**config.mk**
```make
export PLATFORM = sky130hd
export DESIGN_NAME = command_line_argument_splitter_top
export DESIGN_NICKNAME = d
export VERILOG_FILES = /design/src/design/cas_pkg.sv /design/src/design/command_line_argument_splitter_top.sv /design/src/design/cas_step.sv /design/src/design/cas_rsp_reg.sv
export SDC_FILE = /design/constraint.sdc
export NUM_CORES = 1
export LEC_CHECK = 0
export BUFFER_PORTS_ARGS = -buffer_cell sky130_fd_sc_hd__buf_4
export CAP_MARGIN = 20
export CORE_MARGIN = 10
export CORE_UTILIZATION = 40
export CTS_CLUSTER_SIZE = 12
export DETAILED_ROUTE_END_ITERATION = 10
export GPL_TIMING_DRIVEN = 0
export PLACE_DENSITY = 0.59
export SYNTH_ARGS = -nofsm -noshare
export SYNTH_HDL_FRONTEND = slang
export SYNTH_HIERARCHICAL = 1
export SYNTH_SLANG_ARGS = --single-unit
```
**constraint.sdc**
```tcl
create_clock -name clock -period 2.75 [get_ports clock]
set_input_delay 0.55 -clock clock [delete_from_list [all_inputs] [get_ports clock]]
set_output_delay 0.55 -clock clock [all_outputs]
set_load 0.05 [all_outputs]
```
**src/design/cas_pkg.sv**
```systemverilog
// Shared types and constants for the command line argument splitter.
`timescale 1ns / 1ps

package cas_pkg;

   localparam logic [7:0] CHAR_SPACE     = 8'h20;
   localparam logic [7:0] CHAR_TAB       = 8'h09;
   localparam logic [7:0] CHAR_QUOTE     = 8'h22;
   localparam logic [7:0] CHAR_BACKSLASH = 8'h5C;

   // Longest backslash run held before the count saturates.
   localparam int unsigned MAX_BACKSLASH_RUN = 255;
   localparam int unsigned RUN_LIMIT =
      (MAX_BACKSLASH_RUN > 255) ? 255 : ((MAX_BACKSLASH_RUN < 1) ? 1 : MAX_BACKSLASH_RUN);
   localparam logic [7:0] RUN_CAP = 8'(RUN_LIMIT);

   typedef struct packed {
      logic       inside_arg;
      logic       inside_quotes;
      logic       quote_pending;
      logic [7:0] pending_backslashes;
   } parse_state_type;

   typedef struct packed {
      logic [7:0] backslash_run;
      logic [7:0] out_char;
      logic       has_char;
      logic       arg_end;
      logic       line_done;
   } result_type;

endpackage

```
**src/design/command_line_argument_splitter_top.sv**
```systemverilog
// Top level of the command line argument splitter.
`timescale 1ns / 1ps
// Output: a character's result is registered and appears on rsp_ in the cycle after its transaction.
// Throughput: one character per cycle; req_ready drops only while a held
//   result is stalled by rsp_ready low.
// Reset: synchronous, active high; clears the parser state and the result
//   register's valid flag.

module command_line_argument_splitter_top (
   input  logic       clock,
   input  logic       reset,
   input  logic       req_valid,
   output logic       req_ready,
   input  logic [7:0] req_ch,
   input  logic       req_line_end,
   output logic       rsp_valid,
   input  logic       rsp_ready,
   output logic [7:0] rsp_backslash_run,
   output logic [7:0] rsp_out_char,
   output logic       rsp_has_char,
   output logic       rsp_arg_end,
   output logic       rsp_line_done
);
   import cas_pkg::*;

   // Parser state: argument open, quoting, pending quote, backslash count.
   parse_state_type state_ff;
   parse_state_type state_in;
   result_type      step_result;
   result_type      held_result;
   logic            step_emit;
   logic            accept;
   logic            can_load;

   // Accept a new character whenever the result register can take its result.
   assign req_ready = can_load;
   assign accept    = req_valid && req_ready;

   cas_step u_step (
      .state      (state_ff),
      .ch         (req_ch),
      .line_end   (req_line_end),
      .next_state (state_in),
      .result     (step_result),
      .emit       (step_emit)
   );

   // Advance parser state only on an accepted transaction.
   always_ff @(posedge clock) begin
      if (reset) begin
         state_ff <= '0;
      end else if (accept) begin
         state_ff <= state_in;
      end
   end

   // Characters that give no result (backslashes, some separators and quotes) leave
   // the register empty once any held result has drained.
   cas_rsp_reg u_rsp_reg (
      .clock      (clock),
      .reset      (reset),
      .load       (accept),
      .load_valid (step_emit),
      .load_data  (step_result),
      .rsp_ready  (rsp_ready),
      .rsp_valid  (rsp_valid),
      .can_load   (can_load),
      .rsp_data   (held_result)
   );

   assign rsp_backslash_run = held_result.backslash_run;
   assign rsp_out_char      = held_result.out_char;
   assign rsp_has_char      = held_result.has_char;
   assign rsp_arg_end       = held_result.arg_end;
   assign rsp_line_done     = held_result.line_done;

endmodule

```
**src/design/cas_step.sv**
```systemverilog
// Per-character parse step: next parser state and the optional result.
`timescale 1ns / 1ps

module cas_step (
   input  cas_pkg::parse_state_type state,
   input  logic [7:0]               ch,
   input  logic                     line_end,
   output cas_pkg::parse_state_type next_state,
   output cas_pkg::result_type      result,
   output logic                     emit
);
   import cas_pkg::*;

   always_comb begin
      parse_state_type ns;
      result_type      r;
      logic            e;
      logic            resolved;
      ns       = state;
      r        = '0;
      e        = 1'b0;
      resolved = 1'b0;
      if (line_end) begin
         r.backslash_run = state.pending_backslashes;
         r.arg_end       = state.inside_arg;
         r.line_done     = 1'b1;
         e               = 1'b1;
         ns              = '0;
      end else begin
         if (state.quote_pending) begin
            ns.quote_pending = 1'b0;
            if (ch == CHAR_QUOTE) begin
               r.out_char = CHAR_QUOTE;
               r.has_char = 1'b1;
               e          = 1'b1;
               resolved   = 1'b1;
            end else begin
               ns.inside_quotes = 1'b0;
            end
         end
         if (!resolved) begin
            priority if (ch == CHAR_BACKSLASH) begin
               ns.inside_arg = 1'b1;
               if (state.pending_backslashes < RUN_CAP) begin
                  ns.pending_backslashes = state.pending_backslashes + 8'd1;
               end
            end else if (ch == CHAR_QUOTE) begin
               ns.inside_arg          = 1'b1;
               ns.pending_backslashes = '0;
               if (state.pending_backslashes != 8'd0) begin
                  e               = 1'b1;
                  r.backslash_run = state.pending_backslashes >> 1;
                  if (state.pending_backslashes[0]) begin
                     r.out_char = CHAR_QUOTE;
                     r.has_char = 1'b1;
                  end else begin
                     ns.inside_quotes = ~ns.inside_quotes;
                  end
               end else if (ns.inside_quotes) begin
                  ns.quote_pending = 1'b1;
               end else begin
                  ns.inside_quotes = 1'b1;
               end
            end else if ((ch == CHAR_SPACE || ch == CHAR_TAB) && !ns.inside_quotes) begin
               if (state.inside_arg) begin
                  e               = 1'b1;
                  r.backslash_run = state.pending_backslashes;
                  r.arg_end       = 1'b1;
               end
               ns.inside_arg          = 1'b0;
               ns.pending_backslashes = '0;
            end else begin
               e                      = 1'b1;
               r.backslash_run        = state.pending_backslashes;
               r.out_char             = ch;
               r.has_char             = 1'b1;
               ns.pending_backslashes = '0;
               ns.inside_arg          = 1'b1;
            end
         end
      end
      next_state = ns;
      result     = r;
      emit       = e;
   end

endmodule

```
**src/design/cas_rsp_reg.sv**
```systemverilog
// Result register: holds one result transaction until the consumer takes it.
`timescale 1ns / 1ps

module cas_rsp_reg (
   input  logic                clock,
   input  logic                reset,
   input  logic                load,
   input  logic                load_valid,
   input  cas_pkg::result_type load_data,
   input  logic                rsp_ready,
   output logic                rsp_valid,
   output logic                can_load,
   output cas_pkg::result_type rsp_data
);
   import cas_pkg::*;

   logic       valid_ff;
   logic       valid_in;
   result_type data_ff;

   // Free when empty or when the held result leaves this cycle.
   assign can_load = !valid_ff || rsp_ready;

   always_comb begin
      valid_in = valid_ff;
      if (rsp_ready) begin
         valid_in = 1'b0;
      end
      if (load) begin
         valid_in = load_valid;
      end
   end

   always_ff @(posedge clock) begin
      if (reset) begin
         valid_ff <= 1'b0;
      end else begin
         valid_ff <= valid_in;
      end
      if (load && load_valid) begin
         data_ff <= load_data;
      end
   end

   assign rsp_valid = valid_ff;
   assign rsp_data  = data_ff;

endmodule
```
### Word-level counts from Yosys, hierarchy flattened

Cells that the tools add are included.

* flip-flop bits (word level): 31
* bits in latches: 0
* RAM bits: 0
* bits in read-only memories: 0
* input bits: 13
* output and inout bits: 21
* logic and storage cells: 74
* memories kept: 0

* add/subtract/negate cells: 1
* $mul: 0
* divide/modulo/power cells: 0
* order comparisons: 1
* eq/ne operators: 6
* shift operators: 0
* multiplexer cells: 44
* bitwise operators: 1
* reduce and logical (&&, ||, !) cells: 11

Operators by type and width (number)
* 2-to-1 mux 8 bit: 5
* 2-to-1 mux 18 bit: 2
* 2-to-1 mux 9 bit: 3
* 2-to-1 mux 1 bit: 25
* 2-to-1 mux 11 bit: 2
* 2-to-1 mux 17 bit: 1
* == test 8 x 6 -> 1 bit (second input constant): 2
* 2-to-1 mux 16 bit: 1
* adder 8 x 1 -> 8 bit (second input constant): 1
* == test 8 x 4 -> 1 bit (second input constant): 1
* == test 8 x 7 -> 1 bit (second input constant): 1
* less-than comparator 8 bit (second input constant): 1
* 2-to-1 mux 2 bit: 4
* nonzero test 8 bit: 1
* 2-to-1 mux 7 bit: 1
* logical AND 1 bit: 3
* != test 3 bit (second input constant): 1
* AND reduction 3 bit: 1
* logical NOT 1 bit: 2
* logical OR 1 bit: 2
* != test 2 bit (second input constant): 1
* AND reduction 2 bit: 1
* nonzero test 2 bit: 1
* NOT 1 bit: 1

### Logic depth before layout (Yosys ltp)

* depth in word-level cells: 12
* depth in mapped cells: 8
* mapped depth without buffers: 8

### Cells and area by module

The synthesis kept the hierarchy.

Modules (own cells, without submodules)
* cas_step: times used 1, cells each 114, area an instance 752.0 um2, seq. area each 0.0 um2
* cas_rsp_reg: times used 1, cells each 24, area an instance 630.6 um2, seq. area each 590.6 um2
* command_line_argument_splitter_top: times used 1, cells each 50, area an instance 520.5 um2, seq. area each 220.2 um2

### Worst setup path before layout

No wires, ideal clock.

* kind: input -> register
* start: in req_ch[4]
* end: reg u_rsp_reg.data_ff (netlist bit u_rsp_reg/rsp_data[0]), enable pin
* arrival time: 1935 ps
* setup slack: 438 ps
* stages: 6
* path buffers: 1
* cell sequence: nor3_2 and4_1 buf_2 nor2_1 nand2_1 and2_1

* cells in the longest elaborated chain, start to end: 12

Ends and longest elaborated chain
* start: declaration: line command_line_argument_splitter_top.sv:14 `input logic [7:0] req_ch,`
* == test 8 x 6 -> 1 bit: line cas_step.sv:32, cas_step.sv:47
* 2-to-1 mux 1 bit: line cas_step.sv:32 `if (ch == CHAR_QUOTE) begin`
* 2-to-1 mux 2 bit: line cas_step.sv:30 `if (state.quote_pending) begin`
* 2-to-1 mux 2 bit: line cas_step.sv:23 `if (line_end) begin`
* logical NOT 1 bit: line cas_step.sv:64 `end else if ((ch == CHAR_SPACE || ch == CHAR_TAB) && !ns.inside_quotes) begin`
* logical AND 1 bit: line cas_step.sv:64
* 2-to-1 mux 1 bit: line cas_step.sv:64
* 2-to-1 mux 1 bit: line cas_step.sv:47 `end else if (ch == CHAR_QUOTE) begin`
* 2-to-1 mux 1 bit: line cas_step.sv:42 `priority if (ch == CHAR_BACKSLASH) begin`
* 2-to-1 mux 1 bit (*): line cas_step.sv:41 `if (!resolved) begin`
* 2-to-1 mux 1 bit (*): line cas_step.sv:23
* named net step_emit: line command_line_argument_splitter_top.sv:31 `logic step_emit;`
* logical AND 1 bit (*): line cas_rsp_reg.sv:40 `if (load && load_valid) begin`
* end signal: assignment: line cas_rsp_reg.sv:41 `data_ff <= load_data;`
* end: declaration: line cas_rsp_reg.sv:19 `result_type data_ff;`

Mark *: on every way through the listed nets, which the timed path passes. The rest lies on a longest branch. The select of a mux whose other input is x is not followed.
A chain may end at the register's enable or synchronous reset.

### Final worst setup path

* start: in req_ch[4]
* end: reg u_rsp_reg.data_ff (netlist bit u_rsp_reg/rsp_data[15]), enable pin

Same word-level chain as after synthesis.

==> impl_results.md <==
* Status: finished, final reports clean
* Post-synth top area share at 0.2998
* Top-Level Pins at 34
* Largest family of logic cells by synthesized area: compound AO/OA/AOI/OAI gates
* Largest net degree at the start of global routing at 20
* Largest cells by area after synthesis: edfxtp_1, dfxtp_1, a21bo_1
* Static Leakage at 0.8443 nW
* Non-Filler Instances at 283
* Number of detailed-route iterations in the first pass at 4
* P_int at 0.7381 mW
* Sequential share of the synthesized area at 0.4260
* Buffer depth of the longest clock path at 2
* GRT Util Overall at 0.1251
* Worst Skew at 0.005221 ns
* Hold crit path type: in2reg
* Clock power frac at 0.324
* Tmin final at 2.351 ns
* Async SR Flop Fraction at 0
* Gr ovfl total at 0
* Die Span Y at 88.98 um
* Yosys Warn Count at 6
* WS Path Type: in2reg
* P_sw at 0.2812 mW
* Unrepaired setup endpoints after global routing: false
* Worst-skew pair later-pin latency at 0.28 ns
* CTS clk-pin slew, worst paths at 0.06 ns
* WHS at 0.4496 ns
* Finished Cell Area at 2300 sq um
* Final Cycle Share at 0.8550
* Prevailing post-synth register cell: edfxtp_1
* Core Box Area at 4661 sq um
* Fmax at 425.3 MHz
* Crit path DAT at 2.28 ns
* Cell taking the most area after synthesis: edfxtp_1
* CTS tree: built
* Vias in the first global route at 1609
* Via-to-Cell Ratio at 5.763
* Number of antenna-violating nets in the routed design at 0
* N_diodes at 0
* Max cap viols at 0
* Worst-Margin Slew at 0.4612 ns
* Synthesized cell area at 1903 sq um
* Final total power at 1.019 mW
* Die W at 88.98 um
* DRC Markers at 0
* Synth Area in Adders at 0.01315
* Yosys reg bits at 31
* Post-Route WL at 4716 um
* Post-synth net total at 203
* CTS buffer count at 5
* Routability cong. at 0.8775
* Hold Fails Final Rpt at 0
* Post-CTS Hold Buffers at 0
* Post-Syn Instances at 188
* Sw frac at 0.2759
* Initial antenna violation count at 0
* Dpl cell area at 2218 sq um
* Layout cell share with drive strength beyond 1 at 0.3144
* WL/cell at 16.66 um
* Post-synth EDFFs at 19
* Full die area at 7917 sq um
* Clk sinks at 31
* Placed insts at 275
* Slew Limit Fails at 0
* Combinational power share at 0.166
* Number of vias in the routed layout at 1631
* Fin nets at 243
* Endpoints failing setup at 0
* Xor and xnor area share after synthesis at 0
* Syn-to-layout area delta at 20.84%
* Seq pwr share at 0.510
* Data required time of the critical path at 2.68 ns
* Number of port buffers at 33
* CP max FO at 19
* First-pass GRT wire length at 7866 um
* Cell Rows at 25
* Initial Util at 0.4083
* DR iter-0 viols at 141
* Post-CTS Setup Bufs at 0
* Relative slew slack at 0.6926
* Post-synthesis compound-gate area fraction at 0.2663
* Maximum vdd drop at 0.1968 mV
* Synth Area in Simple Gates at 0.2400
* P per Cell Area at 443.2 nW/um^2
* CP endpoint kind: register
* Root Buffer: clkbuf_8
* Post-DP HPWL at 3520 um
* Mux cell area share after synthesis at 0
* Startpoint types: input pin
* CTS HTree Levels at 2
* Post-synthesis cell type count at 52
* Post-Synthesis Mean Instance Area at 10.12 sq um
-- synthesized netlist by cell type (all sizes together), types with 3 or more instances --
cell / instances
a211oi: 4
a21bo: 11
a21o: 3
a21oi: 20
a22o: 3
a22oi: 3
and2: 7
and3: 6
and4: 4
buf: 10
clkbuf: 4
dfxtp: 12
edfxtp: 19
inv: 4
nand2: 7
nand2b: 3
nand3: 15
nand4: 4
nor2: 7
nor3: 6
o21ai: 7
o31ai: 3
-- worst paths after layout --
kind / from / to / slack (ns) / depth (start not counted)
worst max-delay path: req_ch[4] / u_rsp_reg/rsp_data[15] / 0.40 / 7
worst min-delay path: reset / state_ff[5] / 0.45 / 2
worst max register to register: state_ff[0] / u_rsp_reg/rsp_data[15] / 0.53 / 7
worst min register to register: u_rsp_reg/rsp_valid / u_rsp_reg/rsp_valid / 0.56 / 2
-- critical path, cell delays in order --
cell	delay [ns]
buf_4	0.12
nor3_2	0.36
and4_1	0.36
buf_2	0.25
nor2_1	0.07
nand2_1	0.12
and2_2	0.44
-- routing by layer --
layer  wire length (um)  GRT usage
met1               2147     0.1511
met2               2248     0.2048
met3                252    0.03829
met4                 68    0.04624
met5                  0          0
-- flip-flops by register name, indices dropped and copies added, names as in the netlist --
| register | cells |
|---|---|
| state_ff | 11 |
| u_rsp_reg/rsp_data | 19 |
| u_rsp_reg/rsp_valid | 1 |
-- through the flow --
step / TNS [ns] / setup slack [ns] / utilization
6_report: 0 / 0.3988 / 0.4934
5_1_grt: 0 / 0.2396 / 0.4934
4_1_cts: 0 / 0.1006 / 0.4932
3_5_place_dp: -3.334 / -0.1767 / 0.4760
3_3_place_gp: -1.743 / -0.09297 / 0.4760
2_1_floorplan: 0 / 0.4378 / -
-- cells in the final DEF (no fill, tap or decap), types with 3 or more instances in the layout --
cell / Yosys / layout
and3_1: 6 / 6
o21ai_1: 3 / 3
nand2_1: 7 / 7
a21bo_2: 3 / 3
and2_1: 7 / 6
a21oi_2: 8 / 8
edfxtp_1: 19 / 19
nand3_1: 14 / 14
a22o_1: 3 / 3
a21oi_1: 12 / 12
a21bo_1: 8 / 8
buf_2: 4 / 4
nor3_1: 4 / 4
clkbuf_8: 0 / 5
and4_1: 3 / 3
inv_1: 4 / 4
nor2_1: 7 / 7
buf_4: 4 / 37
a22oi_1: 3 / 3
dfxtp_1: 12 / 12
o21ai_0: 4 / 4
nand4_1: 4 / 4
clkbuf_1: 3 / 4
-- power groups by stage --
| stage | Sequential, mW | Clock (mW) | Combinational [mW] |
|---|---|---|---|
| finish | 0.520 | 0.330 | 0.169 |
| global route | 0.523 | 0.362 | 0.180 |
| detailed placement | 0.531 | 0 | 0.170 |
| floorplan | 0.592 | 0 | 0.0468 |
| CTS | 0.521 | 0.341 | 0.171 |
| global placement | 0.530 | 0 | 0.168 |
-- layout make-up --
| type | count | area (sq um) |
|---|---|---|
| fill | 447 | 2361 |
| inverter | 4 | 15.01 |
| sequential | 31 | 810.8 |
| timing repair buffer | 33 | 247.7 |
| clock buffer | 6 | 72.57 |
| multi-input combinational | 139 | 989.7 |
| clock inverter | 2 | 7.507 |
| buffer | 14 | 88.84 |
| tap | 54 | 67.56 |
-- kinds of logic after synthesis --
logic type      Yosys count
buf+inv                  18
flops                    31
compound gates           63
simple gates             74
fa+ha+maj                 2
-- timing repair --
| item | 4_1_cts | 5_1_grt |
|---|---|---|
| resized for setup | 0 | 1 |
| endpoints found under the setup margin | 0 | 19 |
| hold endpoints to repair | 0 | 0 |
Power figures use the tool's default switching activity.
